### config.mk
export PLATFORM = sky130hd
export DESIGN_NAME = lbec_front
export DESIGN_NICKNAME = d
export VERILOG_FILES = /design/src/sv/lbec_pkg.sv /design/src/sv/lbec_front.sv
export SDC_FILE = /design/constraint.sdc
export NUM_CORES = 1
export LEC_CHECK = 0
export ABC_AREA = 1
export BUFFER_PORTS_ARGS = -buffer_cell sky130_fd_sc_hd__buf_2
export CAP_MARGIN = 20
export CORE_MARGIN = 2
export CORE_UTILIZATION = 30
export CTS_CLUSTER_SIZE = 8
export DETAILED_ROUTE_END_ITERATION = 7
export SKIP_LAST_GASP = 1
export SYNTH_ARGS = -nofsm -noshare
export SYNTH_HDL_FRONTEND = slang
export SYNTH_SLANG_ARGS = --single-unit
### constraint.sdc
create_clock -name clock -period 3.6 [get_ports clock]
set_input_delay 0 -clock clock [delete_from_list [all_inputs] [get_ports clock]]
set_output_delay 0 -clock clock [all_outputs]
set_load 0.005 [all_outputs]
### src/sv/lbec_pkg.sv
`timescale 1ns / 1ps
package lbec_pkg;

   localparam int COUNT_WIDTH_DEF   = 24;
   localparam int SYMBOL_CODES_DEF  = 64;
   localparam int FRACTION_BITS_DEF = 16;

   localparam int CODE_W      = 6;
   localparam int LOG_FRAC    = 24;
   localparam int LOG_W       = 29;
   localparam int QUEUE_DEPTH = 4;
   localparam int QUEUE_AW    = 2;
   localparam int CNT_OUT_W   = 24;
   localparam int ENT_OUT_W   = 19;

   localparam logic [7:0] BYTE_CYR_LO = 8'd192;
   localparam logic [7:0] BYTE_TAB    = 8'd9;
   localparam logic [7:0] BYTE_VT     = 8'd11;
   localparam logic [7:0] BYTE_FF     = 8'd12;
   localparam logic [7:0] BYTE_CR     = 8'd13;
   localparam logic [7:0] BYTE_SPACE  = 8'd32;

   localparam logic [CODE_W-1:0] CODE_TAB   = 6'd32;
   localparam logic [CODE_W-1:0] CODE_VT    = 6'd33;
   localparam logic [CODE_W-1:0] CODE_FF    = 6'd34;
   localparam logic [CODE_W-1:0] CODE_CR    = 6'd35;
   localparam logic [CODE_W-1:0] CODE_SPACE = 6'd36;

   typedef struct packed {
      logic              kept;
      logic [CODE_W-1:0] code;
      logic [CODE_W-1:0] prev;
      logic              has_pair;
      logic              disjoint;
      logic              last;
   } op_type;

   typedef struct packed {
      logic                 empty_text;
      logic [ENT_OUT_W-1:0] disjoint_entropy;
      logic [ENT_OUT_W-1:0] overlapping_entropy;
      logic [ENT_OUT_W-1:0] letter_entropy;
      logic [CNT_OUT_W-1:0] disjoint_total;
      logic [CNT_OUT_W-1:0] overlapping_total;
      logic [CNT_OUT_W-1:0] kept_length;
   } result_type;

   typedef enum logic [1:0] {TBL_SYM, TBL_OVL, TBL_DIS} table_type;

   typedef enum logic [3:0] {
      ST_INIT, ST_IDLE, ST_RD, ST_UPD, ST_LD_START, ST_LD_WAIT, ST_W_RD, ST_W_DATA,
      ST_W_LOG, ST_W_ACC, ST_DIV_START, ST_DIV_WAIT, ST_ROUND, ST_OUT
   } back_state_type;

   typedef enum logic [1:0] {LG_IDLE, LG_NORM, LG_SQ} log_state_type;

   typedef enum logic {DV_IDLE, DV_RUN} div_state_type;

endpackage

### src/sv/lbec_front.sv
`timescale 1ns / 1ps
module lbec_front import lbec_pkg::*; #(
   parameter int COUNT_WIDTH = COUNT_WIDTH_DEF
) (
   input  logic       clock,
   input  logic       reset,
   input  logic       req_valid,
   input  logic [7:0] req_byte,
   input  logic       req_last,
   input  logic       keep_spaces,
   input  logic       hold,
   input  logic       full,
   output logic       ready,
   output logic       push,
   output op_type     push_op
);

   localparam logic [COUNT_WIDTH-1:0] CMAX = {COUNT_WIDTH{1'b1}};

   logic [COUNT_WIDTH-1:0] kept_ff, kept_in;
   logic [CODE_W-1:0]      last_sym_ff, last_sym_in;
   logic                   last_blank_ff, last_blank_in;
   logic                   keep, blank, accept;
   logic [CODE_W-1:0]      code;

   assign ready  = !full && !hold;
   assign accept = req_valid && ready;

   always_comb begin
      keep  = 1'b0;
      blank = 1'b0;
      code  = '0;
      if (req_byte >= BYTE_CYR_LO) begin
         keep = 1'b1;
         code = {1'b0, req_byte[4:0]};
      end else if (keep_spaces && !last_blank_ff) begin
         blank = 1'b1;
         unique case (req_byte)
            BYTE_TAB: begin
               keep = 1'b1;
               code = CODE_TAB;
            end
            BYTE_VT: begin
               keep = 1'b1;
               code = CODE_VT;
            end
            BYTE_FF: begin
               keep = 1'b1;
               code = CODE_FF;
            end
            BYTE_CR: begin
               keep = 1'b1;
               code = CODE_CR;
            end
            BYTE_SPACE: begin
               keep = 1'b1;
               code = CODE_SPACE;
            end
            default: begin
               keep = 1'b0;
            end
         endcase
      end
   end

   always_comb begin
      push_op.kept     = keep;
      push_op.code     = code;
      push_op.prev     = last_sym_ff;
      push_op.has_pair = (kept_ff != '0);
      push_op.disjoint = kept_ff[0];
      push_op.last     = req_last;
      push          = accept && (keep || req_last);
      kept_in       = kept_ff;
      last_sym_in   = last_sym_ff;
      last_blank_in = last_blank_ff;
      if (accept && keep) begin
         kept_in       = (kept_ff == CMAX) ? kept_ff : kept_ff + 1'b1;
         last_sym_in   = code;
         last_blank_in = blank;
      end
      if (accept && req_last) begin
         kept_in       = '0;
         last_sym_in   = '0;
         last_blank_in = 1'b0;
      end
   end

   always_ff @(posedge clock) begin
      if (reset) begin
         kept_ff       <= '0;
         last_sym_ff   <= '0;
         last_blank_ff <= 1'b0;
      end else begin
         kept_ff       <= kept_in;
         last_sym_ff   <= last_sym_in;
         last_blank_ff <= last_blank_in;
      end
   end

endmodule

==> impl_metrics.ini <==
[yosys]
ys_types = 27
synth.avg_cell_area_um2 = 5.86
netlist_area_um2 = 2290
synthesis.nets = 407
synth.top_cell.area_share = 0.271
post-synth-top-area-cell = dfxtp_1
synthFlopType = dfxtp_1
synth_xor_area_frac = 0.00383
synth-edff-count = 0
synth-compound-area-share = 0.0361
synthTopCellsByArea = dfxtp_1, nand2_1, inv_1
synth_mux_area_frac = 0
yosysWarnings = 0
yosys_register_bits = 31
synth_most_common_cell = nand2_1
async_flop_share = 0
synth_top_family_by_area = simple AND/OR/NAND/NOR gates
syn_inst = 390
yosysSeqAreaShare = 0.271
synth-simple-area-share = 0.483
yosys.area_share.adder = 0.0109
synth_commonest_cells = nand2_1, inv_1, nor2_1

[worst_setup_path]
worstRegToRegCells = 12
crit_top_cell = nand2_1
critPathTopFamily = simple AND/OR/NAND/NOR gates
path_class = flop to flop
reg2reg_setup_slack_ps = 1730
arrival_ps = 2060
critPathBufInv = 2
path_depth = 12
crit_fanout = 14
cpMaxStageDelayCell = dfxtp_1
slowest_delay_ps = 380
crit_path_start_kind = flop
crit_required_ps = 3780
crit_chain = ha_1 -> nand2_1 -> nor2_1 -> nand2_1 -> nor2_2 -> nand3_2 -> nand3_1 -> inv_1 -> nand3_1 -> nand2_1 -> inv_1 -> nor2_1
cp-end-kind = flop

[global_route]
grt_use_total = 0.137
grt_pass1_vias = 2222
grt_pass1_wl_um = 9550
grt_max_degree = 50
grt.overflow.total = 0
antenna_found_initial = 0

[routing]
ant_nets = 0
drt-initial-drc-count = 167
wl_um = 5440
drc_errors = 0
vias_per_cell = 4.63
post_drt_wl_per_cell_um = 10.6
drtPass1Iterations = 5
num_vias = 2379

[placement]
placed_area_um2 = 2450
dp_hpwl_um = 3850
gp_congestion = 0.842
io_buffers = 32

[final_layout]
diodes = 0
layout.nets = 431
fin_area_um2 = 2550
syn_to_final_growth_pct = 11.8
drive_above_1_share = 0.125

[cts]
ctsRootBufferMaster = clkbuf_8
clk_pin_slew_ps = 70
cts_tree = yes
clkLatencyLatePin_ps = 290
post_cts_buffers = 0
postCtsHoldBufs = 0
numCtsBuffers = 5
cts.sinks = 31
ctsResizeCount = 0
cts_buffer_depth = 2
htree_levels = 2

[pwr]
power_switching_mw = 0.186
peakVddDrop_mv = 0.121
switching_share = 0.255
power.density_nw_per_um2 = 285
p_seq_frac = 0.474
p_int_mw = 0.543
pwr-share-comb = 0.101
pwr-share-clk = 0.425
leakage_nw = 1.28

[sta]
fmaxAchievable_ghz = 0.535
slew_headroom = 0.656
rsz0062_at_grt = false
finalHoldViolations = 0
fin_crit_sh = 0.520
fin_setup_tns_ps = 0
tightest_slew_ps = 515
setup_viol = 0
min_period_ps = 1870
skew_ps = 3.51
slew_viol_final = 0

[min_path]
whs_path_depth = 4
holdCritPathClass = input port to flop

[die]
die_w_um = 91.3
row_count = 31
pin_count = 33
core-area_um2 = 7330
fp.dieH_um = 91.3
start_util = 0.312
die_area_um2 = 8330

[status]
outcome = complete, no violations

[run]
maxCapViolCount = 0
[per-stage QoR]
stage / total power, mW / hold slack (ps) / worst slack (ps) / util / instances
detailed placement: 0.427 / 189 / 1750 / 0.335 / 506
global placement: 0.426 / 185 / 1840 / 0.335 / 506
global route: 0.765 / 91.5 / 1480 / 0.349 / 514
floorplan: 0.410 / 26.9 / 2040 / - / 390
CTS: 0.740 / 56.3 / 1740 / 0.349 / 514
finish: 0.729 / 55.7 / 1730 / 0.349 / 514
[final cells by class]
cell class | count | area, um2
Clock buffer | 8 | 100
Inverter | 86 | 323
Fill cell | 832 | 4780
Tap cell | 99 | 124
Timing Repair Buffer | 33 | 168
Multi-Input combinational cell | 257 | 1220
Sequential cell | 31 | 621
[flip-flops by register name, indices dropped and copies added, names as in the netlist]
register       flops
last_blank_ff      1
last_sym_ff        6
kept_ff           24
[tightest hold or removal path, stage by stage]
cell,delay [ps]
buf_2,70
inv_1,30
nand2_1,140
a21oi_1,50
[worst paths after layout]
path | from | to
max reg2reg | kept_ff[0] | kept_ff[17]
min | reset | last_sym_ff[4]
min reg2reg | last_sym_ff[4] | last_sym_ff[4]
max | kept_ff[0] | kept_ff[17]
[layout by cell type, fill, tap and decap left out]
cell and n:
inv_1 84, nand3_2 2, dfxtp_1 31, inv_2 2
xnor2_1 1, buf_4 1, o21ai_0 4, clkbuf_1 1
nor2_2 4, a21boi_0 1, nand2_1 93, ha_1 2
nor3_1 5, nand4_1 37, nand2_2 1, nor2_1 59
buf_2 32, a21oi_1 5, a21o_1 1, clkbuf_8 7
nor4_1 3, nand3_1 33, nand2_4 2, nor3b_4 1
a22oi_1 3
[cell families after synthesis]
kind of cell,Yosys count
and+or+nand+nor,240
buffers and inverters,102
DFF,31
AOI/OAI and AO/OA,14
adders and majority gates,2
xor gates and xnor gates,1
[power by group through the flow]
stage | Combinational, mW | Sequential, mW | Clock (mW)
final | 0.0735 | 0.346 | 0.310
after floorplan | 0.0560 | 0.354 | 0
after CTS | 0.0739 | 0.346 | 0.320
after detailed placement | 0.0738 | 0.354 | 0
after global routing | 0.0829 | 0.346 | 0.336
after global placement | 0.0728 | 0.353 | 0
[layer usage]
metal | global-route usage | share of wire | wire, um
met2 | 0.241 | 0.47 | 2550
met4 | 0.0417 | 0.012 | 65
met1 | 0.167 | 0.48 | 2640
met3 | 0.0257 | 0.034 | 185
met5 | 0 | 0 | 0
No activity file was read; power rests on OpenSTA's default activity.
