## src/sv/lbec_pkg.sv

```systemverilog
`timescale 1ns / 1ps
package lbec_pkg;

   localparam int COUNT_WIDTH_DEF   = 24;
   localparam int SYMBOL_CODES_DEF  = 64;
   localparam int FRACTION_BITS_DEF = 16;

   localparam int CODE_W      = 6;
   localparam int LOG_FRAC    = 24;
   localparam int LOG_W       = 29;
   localparam int QUEUE_DEPTH = 4;
   localparam int QUEUE_AW    = 2;
   localparam int CNT_OUT_W   = 24;
   localparam int ENT_OUT_W   = 19;

   localparam logic [7:0] BYTE_CYR_LO = 8'd192;
   localparam logic [7:0] BYTE_TAB    = 8'd9;
   localparam logic [7:0] BYTE_VT     = 8'd11;
   localparam logic [7:0] BYTE_FF     = 8'd12;
   localparam logic [7:0] BYTE_CR     = 8'd13;
   localparam logic [7:0] BYTE_SPACE  = 8'd32;

   localparam logic [CODE_W-1:0] CODE_TAB   = 6'd32;
   localparam logic [CODE_W-1:0] CODE_VT    = 6'd33;
   localparam logic [CODE_W-1:0] CODE_FF    = 6'd34;
   localparam logic [CODE_W-1:0] CODE_CR    = 6'd35;
   localparam logic [CODE_W-1:0] CODE_SPACE = 6'd36;

   typedef struct packed {
      logic              kept;
      logic [CODE_W-1:0] code;
      logic [CODE_W-1:0] prev;
      logic              has_pair;
      logic              disjoint;
      logic              last;
   } op_type;

   typedef struct packed {
      logic                 empty_text;
      logic [ENT_OUT_W-1:0] disjoint_entropy;
      logic [ENT_OUT_W-1:0] overlapping_entropy;
      logic [ENT_OUT_W-1:0] letter_entropy;
      logic [CNT_OUT_W-1:0] disjoint_total;
      logic [CNT_OUT_W-1:0] overlapping_total;
      logic [CNT_OUT_W-1:0] kept_length;
   } result_type;

   typedef enum logic [1:0] {TBL_SYM, TBL_OVL, TBL_DIS} table_type;

   typedef enum logic [3:0] {
      ST_INIT, ST_IDLE, ST_RD, ST_UPD, ST_LD_START, ST_LD_WAIT, ST_W_RD, ST_W_DATA,
      ST_W_LOG, ST_W_ACC, ST_DIV_START, ST_DIV_WAIT, ST_ROUND, ST_OUT
   } back_state_type;

   typedef enum logic [1:0] {LG_IDLE, LG_NORM, LG_SQ} log_state_type;

   typedef enum logic {DV_IDLE, DV_RUN} div_state_type;

endpackage

```

## src/sv/lbec_fifo.sv

```systemverilog
`timescale 1ns / 1ps
module lbec_fifo import lbec_pkg::*; (
   input  logic   clock,
   input  logic   reset,
   input  logic   push,
   input  op_type push_op,
   input  logic   pop,
   output op_type pop_op,
   output logic   full,
   output logic   empty
);

   op_type              entry_ff [QUEUE_DEPTH];
   logic [QUEUE_AW:0]   wr_ff, wr_in, rd_ff, rd_in;

   assign empty  = (wr_ff == rd_ff);
   assign full   = (wr_ff[QUEUE_AW] != rd_ff[QUEUE_AW]) &&
                   (wr_ff[QUEUE_AW-1:0] == rd_ff[QUEUE_AW-1:0]);
   assign pop_op = entry_ff[rd_ff[QUEUE_AW-1:0]];
   assign wr_in  = (push && !full) ? wr_ff + 1'b1 : wr_ff;
   assign rd_in  = (pop && !empty) ? rd_ff + 1'b1 : rd_ff;

   always_ff @(posedge clock) begin
      if (reset) begin
         wr_ff <= '0;
         rd_ff <= '0;
      end else begin
         wr_ff <= wr_in;
         rd_ff <= rd_in;
      end
   end

   always_ff @(posedge clock) begin
      if (push && !full) begin
         entry_ff[wr_ff[QUEUE_AW-1:0]] <= push_op;
      end
   end

endmodule

```

## config.mk

```make
export PLATFORM = sky130hd
export DESIGN_NAME = lbec_fifo
export DESIGN_NICKNAME = d
export VERILOG_FILES = /design/src/sv/lbec_pkg.sv /design/src/sv/lbec_fifo.sv
export SDC_FILE = /design/constraint.sdc
export NUM_CORES = 1
export LEC_CHECK = 0
export BUFFER_PORTS_ARGS = -buffer_cell sky130_fd_sc_hd__buf_2
export CAP_MARGIN = 20
export CORE_AREA = 2 2 83 69
export CTS_CLUSTER_DIAMETER = 200
export DETAILED_ROUTE_END_ITERATION = 6
export DIE_AREA = 0 0 85 71
export PLACE_DENSITY = 0.74
export SETUP_SLACK_MARGIN = 0.4
export SKIP_LAST_GASP = 1
export SYNTH_ARGS = -nofsm -noshare
export SYNTH_HDL_FRONTEND = slang
export SYNTH_SLANG_ARGS = --single-unit
export TNS_END_PERCENT = 100
```

## constraint.sdc

```tcl
create_clock -name clock -period 6.56 [get_ports clock]
set_clock_uncertainty 0.15 [all_clocks]
set_input_delay 1.312 -clock clock [delete_from_list [all_inputs] [get_ports clock]]
set_output_delay 1.312 -clock clock [all_outputs]
set_load 0.03 [all_outputs]
```

==> results.txt <==
- The synthesized netlist devotes 4.47% of its cell area to compound gates.
* Floorplan row count: 24
- The endpoint identified for the worst register-to-register timing path is entry_ff[2][12].
* Power Dens Cells: between 400 and 500 nW/µm²
- CP delay by family, top: XOR/XNOR gates
- Routed vias: around 1,500
- In this run, post-CTS repair resized a total of 0 instances.
- Counting every sink on the clock net gives 72.
* Finished Cell Area: 3340 µm²
* Vias per cell: 5.69
- The worst hold path belongs to the class flip-flop to flip-flop.
- Vertical die dimension: 71 µm
* Static leakage power: 1.14 nW
- Vias in the first global route: 1,577
- By startpoint and endpoint, the worst setup path is classified as flip-flop to output pin.
- Net count after synthesis: 177
* Final hold violation count: 0
- After synthesis, the cell types taking the most area are sky130_fd_sc_hd__edfxtp_1 67%, sky130_fd_sc_hd__mux4_2 12%, sky130_fd_sc_hd__dfxtp_1 5.6%, sky130_fd_sc_hd__ha_1 2.2%, sky130_fd_sc_hd__o211ai_1 1.3%.
- STA classifies the critical path startpoint as a flip-flop.
* Clock Path Buffers: 2
- Leaving out filler cells and counting taps, the final layout contains 265.
- Of the total synthesized cell area, the portion taken by AND, OR, NAND and NOR gates is 4.51%.
* Seq/Total Area, Yosys: between 70% and 80%
* Top-level port count: 38
- The floorplan step defined a die boundary enclosing 6040 µm².
- Most repeated cell in the gate-level netlist after synthesis: sky130_fd_sc_hd__edfxtp_1
- Layout filler cell count: 368
* Top cells by count, synth: 64 x sky130_fd_sc_hd__edfxtp_1, 16 x sky130_fd_sc_hd__mux4_2, 8 x sky130_fd_sc_hd__dfxtp_1
* Clock latency reported for the late side of the worst-skew pair: 0.33 ns
- Launch instance of the worst register-to-register path: wr_ff[1]
- Headroom to the max-slew limit: 44.2%
- The netlist uses 31 different library cells.
* Largest family of logic cells by synthesized area: multiplexers
- Worst Reg2Reg Path Length in Cells: 3
* Detailed Route Iter0 Violations: between 50 and 60
- Total placed cells including tap cells: between 200 and 250
- The synthesized netlist occupies a cell area of 2890 µm².
* CTS tree: yes
- Across every metal layer, demand over resource in global routing totals 17.2%.
- After detailed routing, the average wire length per cell comes to 17.5 µm.
* Buf/Inv on CP: 1
- Worst setup EP type: output pin
- Peak supply drop: 234 µV
- After global routing the overflow that remains totals 0.
- Placed cell areas: 3100 µm²
- Of the total synthesized cell area, the portion taken by XOR and XNOR cells is 1.82%.
- From synthesis to final layout, the design area changed by 15.8%.
* First-pass GRT wire length: 7600 µm
* Critical path cell sequence: xnor2_1 -> nand2_1 -> nor2_1 -> buf_2
* Clk pin slew, worst setup/hold paths: 0.07 ns
- Entering global routing, the biggest net connects 17 pins.
* Post-synthesis area per instance: roughly 19 µm²
- Once detailed placement completed, the half-perimeter wirelength came to 3080 µm.
- Once the clock tree was built, the setup fixing pass inserted 0 buffers.
* Min Clock Period, post-route: 3.42 ns
- Slowest cell on the critical path: sky130_fd_sc_hd__xnor2_1
- Final setup TNS: 0 ns
* Total iterations of the first detailed-routing run: 4
- The critical path starts at rd_ff[0].
- The initial antenna violation count is 0.
* Final max-slew violation count: 0
- 0 antenna diodes ended up in the layout.
- Chip width: 85 µm
- DRC errors left: 0
- Static timing analysis puts the maximum clock frequency at 293 MHz.
- After the last flow step, the layout net total stands at 220.
* Worst slack after detailed placement: 3.16 ns
- For this configuration, the core starts out at a cell density of about 55%.
- The post-route netlist has 36.0% of its cells at a drive strength greater than 1.
- CTS root buf: sky130_fd_sc_hd__clkbuf_8
* Max-capacitance violation count: 0
- The worst hold path passes through 2 cells.
* Worst setup slack for register-to-register paths: 4.25 ns
* Hold-critical path endpoint: wr_ff[2]
- Adder-cell area share of the yosys netlist: 2.17%
* Result of the run: complete, no violations
* Crit path arrival time: 1.95 ns
- Dominant register cell in the synthesized netlist: sky130_fd_sc_hd__edfxtp_1
* Port Buffer Count: 37
- Number of flops mapped to enable cells by yosys: between 60 and 70
- Post-synthesis sequential element count: about 70
- The synthesized design devotes to its leading area cell type 66.6% of total area.
- Summed over all instances, the cell type with the most area after synthesis is sky130_fd_sc_hd__edfxtp_1.
- The total area inside the core boundary comes to 5260 µm².
* Hold buffer count at cts: 0
- Worst path setup slack after routing: 3.14 ns
* CP peak stage delay: 0.59 ns
* Gate count after technology mapping: 152
* Final period utilization: 52.1%
* Number of setup violations in the final report: 0
* Share of flip-flops with an asynchronous set or reset: 0%
- In this run the worst path has a maximum fanout of 8.
- The worst hold path begins at wr_ff[2].
* Overall power: around 0.0015 W
- WP data required: slightly above 5 ns
- Transition at the pin with the smallest max-transition slack: 0.837 ns
- In this run, CTS created clock tree buffers numbering 9.
- Setup repair after global routing left no endpoint under its margin.
* Overall routed net length: 4640 µm
- During synthesis, Yosys emitted a total of 0 warnings.
- Number of nets still failing antenna checks after routing: 0
* H-tree depth reported by CTS: 3
- Mux cell area share after synthesis: 12.5%
- The congestion estimate from routability-driven global placement came to slightly above 0.7.
==> kinds of logic after synthesis <==
family                   after synthesis
multiplexers                          16
AND/OR/NAND/NOR                       23
XOR/XNOR                               6
adder cells (fa/ha/maj)                5
buffers and inverters                 11
AO/OA/AOI/OAI                         19
flip-flops                            72
==> final cells by class <==
| type | instances | area, µm² | share of cell area [%] |
|---|---|---|---|
| sequential | 72 | 2080 | 62.3 |
| multi-input combinational | 69 | 741 | 22.2 |
| timing repair buffer | 39 | 228 | 6.81 |
| clock buffer | 9 | 124 | 3.71 |
| tap | 65 | 81.3 | 2.43 |
| clock inverter | 7 | 71.3 | 2.13 |
| inverter | 4 | 15.0 | 0.449 |
==> worst max path at each step <==
| stage | endpoint | slack [ns] | depth (start not counted) |
|---|---|---|---|
| 2_1_floorplan | empty | 3.70 | 4 |
| 3_3_place_gp | pop_op[6] | 3.18 | 2 |
| 3_5_place_dp | pop_op[6] | 3.16 | 2 |
| 4_1_cts | pop_op[6] | 2.79 | 2 |
| 5_1_grt | full | 3.00 | 4 |
| 6_report | empty | 3.14 | 4 |
==> sequential cells by signal (all words and copies together) (netlist names), named ones only <==
name / flops
rd_ff: 3
wr_ff: 3
entry_ff: 64
==> layout by cell type, fill, tap and decap left out, types with 3 or more instances in the layout <==
master	synthesis	final
sky130_fd_sc_hd__nand3_1	3	3
sky130_fd_sc_hd__and2_1	3	3
sky130_fd_sc_hd__dfxtp_1	8	8
sky130_fd_sc_hd__ha_1	5	5
sky130_fd_sc_hd__nor3b_1	4	4
sky130_fd_sc_hd__inv_1	4	4
sky130_fd_sc_hd__o211ai_1	5	5
sky130_fd_sc_hd__nand2_1	5	5
sky130_fd_sc_hd__xnor2_1	3	3
sky130_fd_sc_hd__clkbuf_8	1	9
sky130_fd_sc_hd__mux4_2	16	16
sky130_fd_sc_hd__xor2_1	3	3
sky130_fd_sc_hd__edfxtp_1	64	64
sky130_fd_sc_hd__a31oi_1	4	3
sky130_fd_sc_hd__o21ai_0	4	4
sky130_fd_sc_hd__buf_2	1	37
==> stage by stage <==
| stage | hold WS (ns) | util, % |
|---|---|---|
| floorplan | 0.344 | - |
| global placement | 0.361 | 59.1 |
| detailed placement | 0.393 | 59.1 |
| CTS | 0.402 | 62.8 |
| global route | 0.438 | 63.6 |
| finish | 0.412 | 63.6 |
==> layer usage <==
| layer | up-vias | track usage, % | routed length, µm |
|---|---|---|---|
| li1 | 706 | - | - |
| met1 | 754 | 20.0 | 1890 |
| met2 | 48 | 29.5 | 2470 |
| met3 | 0 | 7.23 | 286 |
| met4 | 0 | 4.76 | 0 |
| met5 | - | 0 | 0 |
==> report_power, final <==
part           total [W]  internal (W)  switching (W)
Sequential      0.000636      0.000584      0.0000522
Combinational   0.000486      0.000187       0.000299
Clock           0.000329      0.000175       0.000154
Total            0.00145      0.000946       0.000505
==> worst reg2reg max path, delay by kind of cell (launching register included) <==
kind            cells  cell delay (ns)
compound gates      1             0.29
xor+xnor            1             0.26
flops               1             0.52
simple gates        1             0.72
Note: power is estimated with default switching activity, not from simulation.
